File: src/rtl/core/hsa_pkg.sv
package hsa_pkg;

  localparam int unsigned HUE_FULL  = 23040;
  localparam int unsigned HUE_THIRD = 7680;
  localparam int unsigned HUE_SIXTH = 3840;

  localparam int unsigned QUEUE_DEPTH_DEFAULT = 4;

  localparam logic [0:0] CFG_MODE   = 1'b0;
  localparam logic [0:0] CFG_AMOUNT = 1'b1;

  localparam logic MODE_SAT = 1'b0;
  localparam logic MODE_HUE = 1'b1;

  // Classified pixel handed from the front to the back through the queue.
  typedef struct packed {
    logic [7:0]  mx;
    logic [7:0]  delta;
    logic [19:0] hnum;
    logic        hneg;
    logic [14:0] hbase;
    logic        fe;
  } front_t;

  localparam int unsigned FRONT_W = $bits(front_t);

  // Adjustment settings seen by the back.
  typedef struct packed {
    logic              mode;
    logic signed [10:0] amount;
  } cfg_t;

endpackage

File: src/rtl/core/hsa_front.sv
module hsa_front (
  input  logic             [7:0] red,
  input  logic             [7:0] green,
  input  logic             [7:0] blue,
  input  logic                   frame_end,
  output hsa_pkg::front_t        item
);
  import hsa_pkg::*;

  logic [7:0] mx;
  logic [7:0] mn;
  logic [7:0] p;
  logic [7:0] q;
  logic [7:0] diff;

  always_comb begin
    mx = red;
    mn = red;
    if (green > mx) mx = green;
    if (blue > mx) mx = blue;
    if (green < mn) mn = green;
    if (blue < mn) mn = blue;

    // The sector follows the channel that holds the maximum, red first.
    if (mx == red) begin
      p = green;
      q = blue;
      item.hbase = 15'd0;
    end else if (mx == green) begin
      p = blue;
      q = red;
      item.hbase = 15'(HUE_THIRD);
    end else begin
      p = red;
      q = green;
      item.hbase = 15'(2 * HUE_THIRD);
    end

    item.hneg = p < q;
    diff      = item.hneg ? (q - p) : (p - q);
    item.hnum = 20'(diff) * 20'(HUE_SIXTH);
    item.mx    = mx;
    item.delta = mx - mn;
    item.fe    = frame_end;
  end

endmodule

File: config.mk
export PLATFORM = sky130hd
export DESIGN_NAME = hsa_front
export DESIGN_NICKNAME = d
export VERILOG_FILES = /design/src/rtl/core/hsa_pkg.sv /design/src/rtl/core/hsa_front.sv
export SDC_FILE = /design/constraint.sdc
export NUM_CORES = 1
export LEC_CHECK = 0
export ABC_AREA = 1
export BUFFER_PORTS_ARGS = -buffer_cell sky130_fd_sc_hd__buf_2
export CAP_MARGIN = 20
export CORE_MARGIN = 4
export CORE_UTILIZATION = 33
export DETAILED_ROUTE_END_ITERATION = 8
export PLACE_DENSITY_LB_ADDON = 0.08
export SYNTH_ARGS = -nofsm -noshare
export SYNTH_HDL_FRONTEND = slang
export SYNTH_SLANG_ARGS = --single-unit
File: constraint.sdc
create_clock -name vclk -period 11.25
set_clock_uncertainty 0.1 [all_clocks]
set_input_delay 2.25 -clock vclk [all_inputs]
set_output_delay 2.25 -clock vclk [all_outputs]
set_load 0.02 [all_outputs]
==> summary.txt <==
Worst stage delay on the critical path -> 0.57 ns
Cell accounting for the most synthesized area -> ha_1
PnR worst setup slack -> -0.376 ns
MaxCap Viol Count -> 0
Final Power -> 1.78 mW
DRC Markers -> 0
Fill count -> 1,018
Tmin final -> 11.63 ns
Final Hold Viols -> 0
First-pass DRT Iterations -> 5
Placed insts -> 956
CP required -> 8.90 ns
Register area -> 0 sq um
Detailed-route wire length per cell -> 14.1 um
Antenna fix cells -> 0
Core area -> 11,400 sq um
Hold_buf cts -> 0
Clock buf count -> 0
Crit-path most repeated cell -> nand2_2
Pleak -> 3.82 nW
Fmax -> 86.0 MHz
Sequential share of the synthesized area -> 0%
Failing checks -> setup timing
Synth warn -> 0
Detailed Route WL -> 14.6 mm
Critical Path Sink Type -> primary output
Proportion of netlist area held by the largest area contributor -> 19.8%
Initial core utilization -> 33.7%
Initial antenna violation count -> 0
Ports -> 78
Tcrit/Tclk final -> 103%
Crit path capture -> item[36]
Area of the multi-input gates -> 4430 sq um
Critical path class -> in -> out
Routed wl met3 -> 574 um
Synth unique cells -> 36
Outcome -> finished with violations
Slew Viols, Final -> 0
Post-Layout Cell Count -> 1,034
Worst-margin pin slew -> 0.531 ns
DRT iter0 DRCs -> 329
Slew HR -> 64.2%
GRT Total Usage -> 19.7%
CP startpoint -> red[7]
DP Worst Slack -> -1.00 ns
I/O Buffers -> 58
Synth Cell Area -> 3850 sq um
Final setup violation count -> 4
Via Count -> 5,039
DIE WIDTH -> 116 um
Hold crit path type -> in -> out
Global-route wire length before repair -> 21.9 mm
Die area -> 13,500 sq um
Seq cells -> 0
Met2 routed WL -> 8.00 mm
Final GP Congestion -> 0.901
Largest net degree at the start of global routing -> 13
CP arrival -> 9.28 ns
PD cells -> 249 nW/um^2
Fin Hold WS -> 4.40 ns
Crit start category -> input port
Cells after Synth -> 647
RSZ-0062 raised after global routing -> true
Slowest cell on crit path -> fa_1
Fin Setup TNS -> -1.19 ns
Layout cells sized above 1 -> 53.4%
Metal1 wirelength -> 5.85 mm
Final antenna-violating net count -> 0
Die Y-Extent -> 116 um
Via/cell ratio -> 4.87
Fin nets -> 993
Worst-path fanout max -> 8
Layout area overhead -> 85.4%
Average size of a mapped cell -> 5.95 sq um
Gr ovfl total -> 0
Top Metal Used -> met4
Peak supply drop -> 0.646 mV
Row count -> 39
Number of global-route vias before repair -> 4,762
Final HPWL DP -> 10.4 mm
Top area cells in the synthesized netlist -> ha_1 (20%), nand2_1 (18%), nand3_1 (14%)
worst min-delay path by stage:
stage	start	to	slack [ns]	depth (start not counted)
after global routing	frame_end	item[0]	4.40	0
after global placement	frame_end	item[0]	4.40	0
after CTS	frame_end	item[0]	4.40	0
after detailed placement	frame_end	item[0]	4.40	0
final	frame_end	item[0]	4.40	0
after floorplan	frame_end	item[0]	4.51	1
cells by family after synthesis:
kind of cell	share of synthesized area [%]
and+or+nand+nor	40.1
buffers and inverters	17.4
adders and majority gates	27.1
AOI/OAI and AO/OA	9.13
xor gates and xnor gates	5.91
muxes	0.260
other	0.0974
cell usage after synthesis, types with 2 or more instances:
library cell / number
nand2_2: 6
a21oi_1: 26
o211ai_1: 2
a21o_1: 2
fa_1: 14
or2_2: 3
ha_1: 61
buf_6: 9
nor2_2: 4
o21bai_1: 3
xnor2_1: 5
a211oi_1: 3
nor2_1: 29
nand3_2: 5
xor2_1: 21
clkbuf_1: 2
buf_4: 24
inv_1: 94
nand2_4: 2
nand4_1: 3
nand2_1: 181
nand3_1: 110
o21ai_1: 3
buf_2: 3
o21ai_0: 20
inv_2: 2
area by class of cell:
class	count	area share (%)
repair buffers	261	29.4
multi-input cells	531	62.1
inverters	97	5.78
well taps	143	2.51
repair inverters	2	0.245
placed cells by master (no fill, tap or decap), types with 11 or more instances in the layout:
cell type / instances
buf_4: 180
nand2_1: 120
inv_1: 69
nand3_1: 69
nand2_2: 39
ha_1: 39
buf_2: 39
nand3_2: 33
buf_6: 30
nand2_4: 23
ha_4: 22
inv_2: 20
xor2_1: 18
o21ai_0: 18
conb_1: 18
nor2_1: 16
a21oi_1: 16
nand3_4: 13
nor2_4: 11
fa_1: 11
through the flow:
step	utilization (%)	area, sq um
after detailed placement	45.1	5150
after global placement	45.1	5150
after floorplan	-	4000
final	62.5	7140
after global routing	62.5	7140
after CTS	55.5	6340
layer usage:
metal | vias to the layer above | global-route usage [%]
li1 | 2535 | -
met1 | 2352 | 24.2
met2 | 134 | 38.9
met3 | 18 | 0.522
met4 | 0 | 2.55
met5 | - | 0
timing repair:
action / CTS / global route
setup buffers: 61 / 14
gates cloned: 5 / 2
pin swaps: 82 / 111
gates resized for setup: 148 / 163
endpoints found under the hold margin: 0 / 0
endpoints found under the setup margin: 9 / 9
critical path, delay by kind of cell:
kind,cells,cell delay (ns)
AOI/OAI and AO/OA,7,0.97
adders and majority gates,7,2.24
xor gates and xnor gates,1,0.12
and+or+nand+nor,26,2.42
buffers and inverters,13,1.27
where the power goes:
| part | switching [mW] | total, mW | internal (mW) |
|---|---|---|---|
| Combinational | 0.911 | 1.78 | 0.867 |
| Sequential | 0 | 0 | 0 |
| Clock | 0 | 0 | 0 |
| Total | 0.911 | 1.78 | 0.867 |
No activity file was read; power rests on OpenSTA's default activity.
