$ cat src/rtl/core/hsa_queue.sv
module hsa_queue #(
  parameter int unsigned DEPTH = 4,
  parameter int unsigned WIDTH = 8
) (
  input  logic             clk,
  input  logic             rst_n,
  input  logic             push,
  input  logic [WIDTH-1:0] wdata,
  output logic             full,
  input  logic             pop,
  output logic             empty,
  output logic [WIDTH-1:0] rdata
);

  localparam int unsigned AW = (DEPTH > 1) ? $clog2(DEPTH) : 1;
  localparam int unsigned CW = $clog2(DEPTH + 1);

  logic [WIDTH-1:0] mem_r [DEPTH];
  logic [AW-1:0]    wr_ptr_r, wr_ptr_nxt;
  logic [AW-1:0]    rd_ptr_r, rd_ptr_nxt;
  logic [CW-1:0]    count_r, count_nxt;
  logic             do_push;
  logic             do_pop;

  assign full    = count_r == CW'(DEPTH);
  assign empty   = count_r == '0;
  assign do_push = push && !full;
  assign do_pop  = pop && !empty;
  assign rdata   = mem_r[rd_ptr_r];

  always_comb begin
    wr_ptr_nxt = wr_ptr_r;
    rd_ptr_nxt = rd_ptr_r;
    count_nxt  = count_r;
    if (do_push) begin
      wr_ptr_nxt = (wr_ptr_r == AW'(DEPTH - 1)) ? '0 : wr_ptr_r + 1'b1;
    end
    if (do_pop) begin
      rd_ptr_nxt = (rd_ptr_r == AW'(DEPTH - 1)) ? '0 : rd_ptr_r + 1'b1;
    end
    if (do_push && !do_pop) begin
      count_nxt = count_r + 1'b1;
    end else if (do_pop && !do_push) begin
      count_nxt = count_r - 1'b1;
    end
  end

  always_ff @(posedge clk) begin
    if (!rst_n) begin
      wr_ptr_r <= '0;
      rd_ptr_r <= '0;
      count_r  <= '0;
    end else begin
      wr_ptr_r <= wr_ptr_nxt;
      rd_ptr_r <= rd_ptr_nxt;
      count_r  <= count_nxt;
    end
  end

  always_ff @(posedge clk) begin
    if (do_push) begin
      mem_r[wr_ptr_r] <= wdata;
    end
  end

endmodule

$ cat config.mk
export PLATFORM = sky130hd
export DESIGN_NAME = hsa_queue
export DESIGN_NICKNAME = d
export VERILOG_FILES = /design/src/rtl/core/hsa_queue.sv
export SDC_FILE = /design/constraint.sdc
export NUM_CORES = 1
export LEC_CHECK = 0
export BUFFER_PORTS_ARGS = -buffer_cell sky130_fd_sc_hd__buf_2
export CAP_MARGIN = 20
export CORE_MARGIN = 4
export CORE_UTILIZATION = 50
export CTS_CLUSTER_SIZE = 16
export DETAILED_ROUTE_END_ITERATION = 6
export GPL_TIMING_DRIVEN = 0
export PLACE_DENSITY_LB_ADDON = 0.12
export SETUP_SLACK_MARGIN = 0.5
export SLEW_MARGIN = 20
export SYNTH_ARGS = -nofsm -noshare
export SYNTH_HDL_FRONTEND = slang
export SYNTH_SLANG_ARGS = --single-unit
$ cat constraint.sdc
create_clock -name clk -period 5.9 [get_ports clk]
set_input_delay 0.295 -clock clk [delete_from_list [all_inputs] [get_ports clk]]
set_output_delay 0.295 -clock clk [all_outputs]
set_load 0.01 [all_outputs]
==> flow_summary_export.csv, run 1 <==
group,metric,value,unit
critical_path,r2r_slack,3.59,ns
drt,antenna_left,0,
drt,drtIter0Drc,42,
logic_synthesis,synth_seq_cells,41,
cells_and_area,drive_gt1_frac,0.320,
die,core.rowCount,20,
logic_synthesis,yosysSeqAreaShare,0.700,
power,p_per_area,408,mW/mm^2
drt,drc,0,
drt,routed_wl,2.42,mm
cells_and_area,syn_to_final_growth,15.0,%
critical_path,cp.arrival,2.58,ns
worst_hold_path,holdPathStages,1,
critical_path,critPathKind,"register to register",
die,initial_utilization,0.530,
drt,num_vias,825,
worst_hold_path,hold_class,"primary input to register",
critical_path,rr_worst_depth,7,
logic_synthesis,synth_area_per_cell,17.5,um^2
cells_and_area,nNetsFinal,140,
critical_path,rr_startpoint,"count_r[0]",
critical_path,end_kind,"register",
critical_path,reg2reg_to,"count_r[2]",
timing,tns,0,ns
timing,slew_headroom,0.643,
power,p_leak,0.689,nW
critical_path,required,6.17,ns
global_routing,grt_pass1_vias,825,
cells_and_area,post-route-util,0.609,
die,fp.dieArea,0.00424,mm^2
clocking,ctsHoldBuffers,0,
global_routing,grt_use_total,0.134,
clocking,insertion_delay,0.34,ns
timing,grt_setup_unrepaired,"no",
placement,gp_congestion,0.691,
drt,met3_wirelength,145,um
timing,tightest_slew,0.530,ns
clocking,root_buffer,"clkbuf_4",
logic_synthesis,synth_cells,93,
critical_path,critPathMaxFanout,5,
critical_path,cp_slowest_cell,"o31ai_1",
die,ios,22,
die,die_height,65.1,um
clocking,h-tree-depth,2,
drt,via_per_inst,4.97,
logic_synthesis,syn_nets,112,
run,maxCapViolations,0,
logic_synthesis,synth_area,0.00163,mm^2
drt,dr.pass1.iters,4,
global_routing,grt_pass1_wl,3.95,mm
timing,hold_violations,0,
critical_path,critical_path.max_stage_delay,0.51,ns
timing,setup-violations-final,0,
global_routing,grt.overflow.total,0,
die,die_w,65.1,um
critical_path,cp_cell_sequence,"o31ai_1, ha_1, inv_1, fa_1, xor2_1, or3_1, a21boi_0",
clocking,clkTransAtPathRegs,0.11,ns
worst_hold_path,hold_path_end,"mem_r[0][6]",
clocking,cts_buffers,5,
clocking,postCtsSetupRepairBufs,0,
run_status,outcome,"completed",
clocking,clock_sinks,41,
global_routing,grt_max_degree,13,
cells_and_area,antenna_cells,0,
drt,wl_met2,1.21,mm
clocking,post_cts_resize_count,0,
worst_hold_path,hold_start,"wdata[6]",
clocking,cts_tree,"built",
critical_path,start_kind,"register",
placement,io_buffers,21,
placement,hpwl,1.70,mm
clocking,cts_max_path_buffers,2,
logic_synthesis,ys_types,23,
die,core,0.00308,mm^2
drt,wl_met1,1.04,mm
logic_synthesis,yosys_warnings,0,
timing,fmax,0.434,GHz
timing,period_needed,2.31,ns
timing,fin_skew,0.00326,ns
drt,avgRoutedWirePerCell,14.6,um
global_routing,antenna_found_initial,0,
power,ir_drop,0.000174,V
timing,slew_viol_final,0,
drt,routed.top_layer,"met4",
timing,period_share,0.391,
cells_and_area,fillers,238,
-- critical path, delay by kind of cell (launching register included) --
| family | cells | cell delay [ns] |
|---|---|---|
| DFF | 1 | 0.39 |
| AOI/OAI and AO/OA | 2 | 0.68 |
| and+or+nand+nor | 1 | 0.29 |
| xor gates and xnor gates | 1 | 0.16 |
| buffers and inverters | 1 | 0.06 |
| adders and majority gates | 2 | 0.66 |
-- per-layer routing --
layer | vias up | track usage
met4 | 0 | 0.0622
met2 | 21 | 0.212
met1 | 399 | 0.152
met3 | 4 | 0.0650
met5 | - | 0
li1 | 401 | -
-- worst max path at each step --
stage            endpoint  slack [ns]       start  depth (start not counted)
5_1_grt        count_r[2]        3.36  count_r[0]                          7
4_1_cts        count_r[2]        3.57  count_r[0]                          7
3_5_place_dp   count_r[2]        3.58  count_r[0]                          7
3_3_place_gp   count_r[2]        3.65  count_r[0]                          7
2_1_floorplan  count_r[2]        3.81  count_r[0]                          7
6_report       count_r[2]        3.59  count_r[0]                          7
-- cell usage in the layout, fill, tap and decap left out --
| cell type | count |
|---|---|
| mux4_2 | 8 |
| buf_1 | 1 |
| clkbuf_1 | 2 |
| and2_1 | 5 |
| dfxtp_1 | 9 |
| edfxtp_1 | 32 |
| inv_1 | 3 |
| mux2i_1 | 3 |
| xnor2_1 | 1 |
| bufinv_16 | 1 |
| xor2_1 | 1 |
| o21ai_0 | 3 |
| buf_2 | 23 |
| a21boi_0 | 1 |
| or3_1 | 1 |
| o31ai_1 | 1 |
| nor3_1 | 1 |
| nor2b_1 | 2 |
| nor3b_2 | 1 |
| fa_1 | 1 |
| clkbuf_8 | 1 |
| nand3_1 | 2 |
| nor2_1 | 2 |
| ha_1 | 6 |
| clkbuf_4 | 5 |
| nand2_1 | 6 |
-- state kept, by name, summed over array words and instances (netlist names), named ones only --
register  count
mem_r        32
count_r       3
rd_ptr_r      2
wr_ptr_r      2
-- cells by family (layout without fill, tap and decap cells) --
kind of cell / Yosys count / count (layout) / share of synthesized area
mux: 11 / 11 / 0.129
simple gates: 20 / 20 / 0.0660
fa+ha+maj: 7 / 7 / 0.0583
compound gates: 5 / 5 / 0.0184
buf+inv: 7 / 36 / 0.0176
flops: 41 / 41 / 0.700
xor+xnor: 2 / 2 / 0.0107
-- synthesized netlist by cell type (all sizes together) --
master,number,area (um^2)
o21ai,3,15.0
ha,6,75.1
buf,3,13.8
xor2,1,8.76
inv,3,11.3
mux4,8,180
nor2,2,7.51
clkbuf,1,3.75
mux2i,3,30.0
edfxtp,32,961
nor3b,1,12.5
nand2,6,22.5
and2,5,31.3
o31ai,1,7.51
fa,1,20.0
or3,1,6.26
xnor2,1,8.76
nor2b,2,12.5
a21boi,1,7.51
nor3,1,5.00
dfxtp,9,180
nand3,2,10.0
-- where the power goes --
part	switching (mW)	leakage (nW)	internal (mW)
sequential	0.0219	0.367	0.355
combinational	0.101	0.276	0.101
clock	0.0852	0.0455	0.101
total	0.208	0.689	0.557
-- stage by stage --
step / cell area, um^2 / total power [mW] / std cells / hold WS [ns] / worst slack [ns]
after floorplan: 1630 / 0.525 / 93 / 0.394 / 3.81
after global placement: 1790 / 0.583 / 158 / 0.487 / 3.65
after detailed placement: 1790 / 0.591 / 158 / 0.491 / 3.58
after CTS: 1880 / 0.776 / 166 / 0.149 / 3.57
after global routing: 1880 / 0.817 / 166 / 0.131 / 3.36
final: 1880 / 0.766 / 166 / 0.163 / 3.59
-- layout make-up --
cell class / instances / area (um^2) / area share
clock inverters: 1 / 30.0 / 0.0160
multi-input cells: 45 / 460 / 0.245
well taps: 44 / 55.1 / 0.0294
inverters: 3 / 11.3 / 0.00600
flip-flops and latches: 41 / 1140 / 0.608
plain buffers: 4 / 17.5 / 0.00934
clock buffers: 7 / 55.1 / 0.0294
repair buffers: 21 / 105 / 0.0560
(Power assumes the default switching activity.)
==> inputs of run 2 (changes only) <==
==> constraint.sdc (replaced) <==
create_clock -name clk -period 1.97 [get_ports clk]
set_input_delay 0.0985 -clock clk [delete_from_list [all_inputs] [get_ports clk]]
set_output_delay 0.0985 -clock clk [all_outputs]
set_load 0.01 [all_outputs]
==> run 2 against run 1 <==
Worst hold slack worse by 0.085 ns. Final cell count up 8.4%. Highest routed layer unchanged. Fmax up 22%. Global-route usage up 1.3 points. Critical endpoint unchanged. First-iteration DRC count up 55%.
==> flow_summary_export.csv, run 2 (synthesis gave the netlist of run 1 again) <==
group,metric,value,unit
global_routing,grt_use_total,0.147,
cells_and_area,drive_gt1_frac,0.419,
global_routing,grt_pass1_wl,4.49,mm
timing,tightest_slew,0.380,ns
cells_and_area,nNetsFinal,154,
placement,gp_congestion,0.724,
critical_path,critPathKind,"register to register",
die,core,0.00308,mm^2
worst_hold_path,hold_path_end,"rd_ptr_r[1]",
timing,fmax,0.527,GHz
drt,met3_wirelength,150,um
die,ios,22,
timing,setup-violations-final,0,
die,fp.dieArea,0.00424,mm^2
power,p_leak,0.773,nW
cells_and_area,final_common_cell,"edfxtp_1",
drt,routed.top_layer,"met4",
timing,period_needed,1.90,ns
timing,tns,0,ns
timing,grt_setup_unrepaired,"yes",
drt,antenna_left,0,
critical_path,rr_startpoint,"count_r[2]",
global_routing,grt_pass1_vias,958,
timing,fin_skew,0.00993,ns
critical_path,cp.arrival,2.16,ns
timing,period_share,0.963,
die,die_height,65.1,um
clocking,cts_tree,"built",
drt,drtIter0Drc,65,
drt,dr.pass1.iters,4,
cells_and_area,final_cell_mix,"32 x edfxtp_1, 14 x buf_2, 8 x mux4_2, 8 x dlygate4sd3_1, 8 x buf_6",
worst_hold_path,hold_start,"rst_n",
die,die_w,65.1,um
worst_hold_path,holdPathStages,3,
drt,via_per_inst,4.91,
critical_path,required,2.23,ns
critical_path,start_kind,"register",
worst_hold_path,hold_class,"primary input to register",
timing,slew_viol_final,0,
die,core.rowCount,20,
run,maxCapViolations,0,
run_status,outcome,"completed",
critical_path,critPathMaxFanout,4,
cells_and_area,design_area,0.00210,mm^2
drt,num_vias,884,
drt,drc,0,
placement,dpl_cell_area,0.00183,mm^2
power,ir_drop,0.000739,V
clocking,clock_sinks,41,
clocking,h-tree-depth,2,
drt,routed_wl,2.57,mm
drt,avgRoutedWirePerCell,14.3,um
timing,slew_headroom,0.747,
cells_and_area,syn_to_final_growth,28.7,%
cells_and_area,top_regs,"mem_r x32, count_r x3",
critical_path,reg2reg_to,"count_r[2]",
clocking,insertion_delay,0.33,ns
clocking,clkTransAtPathRegs,0.11,ns
die,initial_utilization,0.530,
global_routing,grt.overflow.total,0,
placement,io_buffers,21,
cells_and_area,antenna_cells,0,
global_routing,grt_max_degree,13,
global_routing,antenna_found_initial,0,
clocking,cts_max_path_buffers,2,
critical_path,r2r_slack,0.07,ns
power,p_per_area,1160,mW/mm^2
cells_and_area,largest_reg_flops,32,
drt,wl_met2,1.39,mm
critical_path,end_kind,"register",
cells_and_area,top_register,"mem_r",
timing,hold_violations,0,
placement,hpwl,1.68,mm
timing,holdWs,0.0777,ns
drt,wl_met1,997,um
clocking,cts_buffers,5,
critical_path,rr_worst_depth,9,
clocking,root_buffer,"clkbuf_4",
[run 2: cell count changes in the layout (fill, tap and decap cells not counted), moves of 4 or more]
cell,previous run,this run
buf_6,0,8
buf_4,0,7
and2_1,5,1
dfxtp_1,9,5
buf_2,23,14
dlygate4sd3_1,0,8
and2_4,0,4
[run 2: how the worst max path moves through the flow]
stage	start	end	slack [ns]	cells after the start
global placement	count_r[1]	count_r[2]	0.06	7
CTS	count_r[2]	count_r[2]	0.05	9
global route	count_r[2]	count_r[2]	-0.02	9
floorplan	count_r[2]	count_r[2]	0.12	9
detailed placement	count_r[2]	count_r[2]	0.02	9
finish	count_r[2]	count_r[2]	0.07	9
[run 2: report_power, final]
| group | switching, mW | total [mW] | internal, mW |
|---|---|---|---|
| clock | 0.235 | 0.412 | 0.176 |
| sequential | 0.0826 | 1.16 | 1.07 |
| combinational | 0.356 | 0.865 | 0.509 |
| total | 0.674 | 2.43 | 1.76 |
[run 2: cell type report]
| type | instances | area [um^2] |
|---|---|---|
| flip-flops and latches | 41 | 1150 |
| fillers | 224 | 980 |
| multi-input cells | 45 | 505 |
| repair buffers | 35 | 280 |
| clock buffers | 8 | 58.8 |
| well taps | 44 | 55.1 |
| plain buffers | 4 | 36.3 |
| inverters | 3 | 11.3 |
[run 2: worst max-delay path: stages, from the launching register on]
cell	delay, ns
dfxtp_4	0.38
nor3b_4	0.15
nor2b_1	0.10
buf_4	0.13
ha_4	0.12
inv_2	0.03
fa_2	0.32
xor2_1	0.17
or3_1	0.32
a21boi_1	0.12
[run 2: repair_timing]
action	in CTS	in global routing
hold buffers	8	0
pin swaps	1	5
endpoints found under the hold margin	32	0
endpoints found under the setup margin	43	43
gates resized for setup	15	8
buffers inserted	6	0
[run 2: stage by stage]
step / util / power, mW / std cells / setup WS [ns]
2_1_floorplan: - / 1.63 / 93 / 0.123
3_3_place_gp: 0.596 / 1.81 / 158 / 0.0561
3_5_place_dp: 0.596 / 1.84 / 158 / 0.0209
4_1_cts: 0.666 / 2.37 / 180 / 0.0480
5_1_grt: 0.682 / 2.60 / 180 / -0.0192
6_report: 0.682 / 2.43 / 180 / 0.0722
[run 2: metal layers]
metal / GRT usage / up-vias
li1: - / 437
met2: 0.257 / 24
met4: 0.0544 / 0
met1: 0.165 / 419
met3: 0.0530 / 4
met5: 0 / -
==> inputs of run 3 (changes only) <==
--- a/config.mk
+++ b/config.mk
@@ -5,9 +5,8 @@
 export SDC_FILE = /design/constraint.sdc
 export NUM_CORES = 1
 export LEC_CHECK = 0
-export BUFFER_PORTS_ARGS = -buffer_cell sky130_fd_sc_hd__buf_2
-export CAP_MARGIN = 20
-export CORE_MARGIN = 4
+export BUFFER_PORTS_ARGS = -buffer_cell sky130_fd_sc_hd__buf_4
+export CAP_MARGIN = 40
 export CORE_UTILIZATION = 50
 export CTS_CLUSTER_SIZE = 16
 export DETAILED_ROUTE_END_ITERATION = 6
==> run 3 against run 2 <==
Design area is 2.0% higher. Global-route usage rose by 3.5 points. Clock skew decreased by 0.0017 ns. Setup slack lost 0.011 ns. Clock power down 10%. Flip-flop and latch count stayed put. Die area down 18%. Register-to-register slack about the same. Largest power group unchanged.
==> flow_summary_export.csv, run 3 (synthesis gave the netlist of run 1 again) <==
group,metric,value,unit
run_status,outcome,"completed",
power,combPwrFrac,0.371,
placement,hpwl,1.67,mm
power,p_per_area,1130,mW/mm^2
timing,fin_skew,0.00821,ns
power,p_leak,0.789,nW
cells_and_area,stdcell_count,181,
cells_and_area,fillers,216,
die,die_w,59.1,um
cells_and_area,drive_gt1_frac,0.423,
clocking,cts_buffers,5,
clocking,insertion_delay,0.34,ns
drt,antenna_left,0,
critical_path,cp_cell_sequence,"nor3b_4, nor2b_1, buf_4, ha_4, inv_2, fa_2, xor2_1, or3_1, a21boi_1",
die,core,0.00308,mm^2
cells_and_area,final_common_cell,"edfxtp_1",
drt,drtIter0Drc,28,
die,core.rowCount,20,
timing,tns,0,ns
drt,avgRoutedWirePerCell,14.3,um
run,maxCapViolations,0,
drt,drc,0,
cells_and_area,post-route-util,0.695,
critical_path,start_kind,"register",
global_routing,grt_pass1_vias,944,
critical_path,end_kind,"register",
critical_path,crit_start,"count_r[2]",
die,ios,22,
placement,io_buffers,21,
power,pwr-share-seq,0.477,
global_routing,grt_max_degree,12,
cells_and_area,top_regs,"mem_r x32, count_r x3",
clocking,h-tree-depth,2,
worst_hold_path,hold_class,"primary input to register",
power,ir_drop,0.000684,V
cells_and_area,antenna_cells,0,
timing,tightest_slew,0.375,ns
power,power.clock.fraction,0.152,
drt,routed_wl,2.59,mm
power,total_power,2.43,mW
critical_path,rr_worst_depth,9,
timing,slew_headroom,0.750,
clocking,clkTransAtPathRegs,0.11,ns
cells_and_area,nNetsFinal,156,
global_routing,grt.overflow.total,0,
global_routing,grt_use_total,0.182,
clocking,clock_sinks,41,
cells_and_area,final_cell_mix,"32 x edfxtp_1, 20 x buf_4, 10 x buf_6",
timing,fmax,0.524,GHz
power,p_int,1.74,mW
global_routing,antenna_found_initial,0,
critical_path,critPathMaxFanout,4,
worst_hold_path,hold_start,"rst_n",
critical_path,cp.arrival,2.18,ns
drt,num_vias,900,
drt,via_per_inst,4.97,
critical_path,critPathKind,"register to register",
clocking,cts_max_path_buffers,2,
timing,setup-violations-final,0,
timing,hold_violations,0,
cells_and_area,syn_to_final_growth,31.2,%
cells_and_area,largest_reg_flops,32,
critical_path,required,2.24,ns
cells_and_area,top_register,"mem_r",
die,fp.dieArea,0.00349,mm^2
power,switching_share,0.282,
placement,dp_cells,158,
critical_path,critical_path.max_stage_delay,0.38,ns
die,initial_utilization,0.530,
critical_path,rr_startpoint,"count_r[2]",
clocking,cts_tree,"built",
timing,slew_viol_final,0,
timing,period_needed,1.91,ns
placement,gp_congestion,0.615,
global_routing,grt_pass1_wl,4.33,mm
timing,grt_setup_unrepaired,"yes",
die,die_height,59.1,um
critical_path,cp_slowest_cell,"dfxtp_4",
worst_hold_path,holdPathStages,3,
clocking,root_buffer,"clkbuf_4",
power,p_sw,0.684,mW
timing,period_share,0.969,
drt,dr.pass1.iters,4,
## run 3: final cells by class
type | count | area, um^2 | area share
plain buffers | 4 | 36.3 | 0.0170
clock buffers | 6 | 41.3 | 0.0193
clock inverters | 1 | 3.75 | 0.00175
inverters | 3 | 11.3 | 0.00526
multi-input cells | 45 | 505 | 0.236
flip-flops and latches | 41 | 1150 | 0.538
well taps | 44 | 55.1 | 0.0257
repair buffers | 37 | 335 | 0.157
## run 3: repair_timing
item | CTS | global route
resized for setup | 22 | 3
endpoints found under the hold margin | 32 | 0
pin swaps | 1 | 1
endpoints found under the setup margin | 43 | 43
hold buffers | 8 | 0
setup buffers | 6 | 2
## run 3: per-stage QoR
stage	setup slack (ns)	hold slack [ns]	area (um^2)
finish	0.0617	0.0645	2140
global placement	0.0470	0.298	1890
floorplan	0.123	0.197	1670
detailed placement	0.0176	0.303	1890
global route	-0.0579	0.0822	2140
CTS	0.0472	0.0517	2110
## run 3: path summary, 6_finish.rpt
path                      end  slack, ns
setup / recovery   count_r[2]       0.06
setup reg to reg   count_r[2]       0.06
hold / removal    rd_ptr_r[1]       0.06
hold reg to reg   wr_ptr_r[1]       0.51
## run 3: routing by layer
metal | up-vias | routed length [um] | track usage
li1 | 434 | - | -
met1 | 437 | 1060 | 0.203
met4 | 0 | 41 | 0.0816
met5 | - | 0 | 0
met3 | 5 | 150 | 0.0655
met2 | 24 | 1340 | 0.313
## run 3: critical path, delay by kind of cell, from the launching register on
kind,cells,cell delay [ns]
AND/OR/NAND/NOR,3,0.57
adder cells (fa/ha/maj),2,0.44
flip-flops,1,0.38
buffers and inverters,2,0.16
XOR/XNOR,1,0.16
AO/OA/AOI/OAI,1,0.12
## run 3: power groups by stage
stage               combinational [mW]  sequential [mW]  clock (mW)
finish                           0.900             1.16       0.369
global route                     0.983             1.17       0.424
CTS                              0.881             1.16       0.383
detailed placement               0.715             1.18           0
global placement                 0.698             1.17           0
floorplan                        0.476             1.16           0
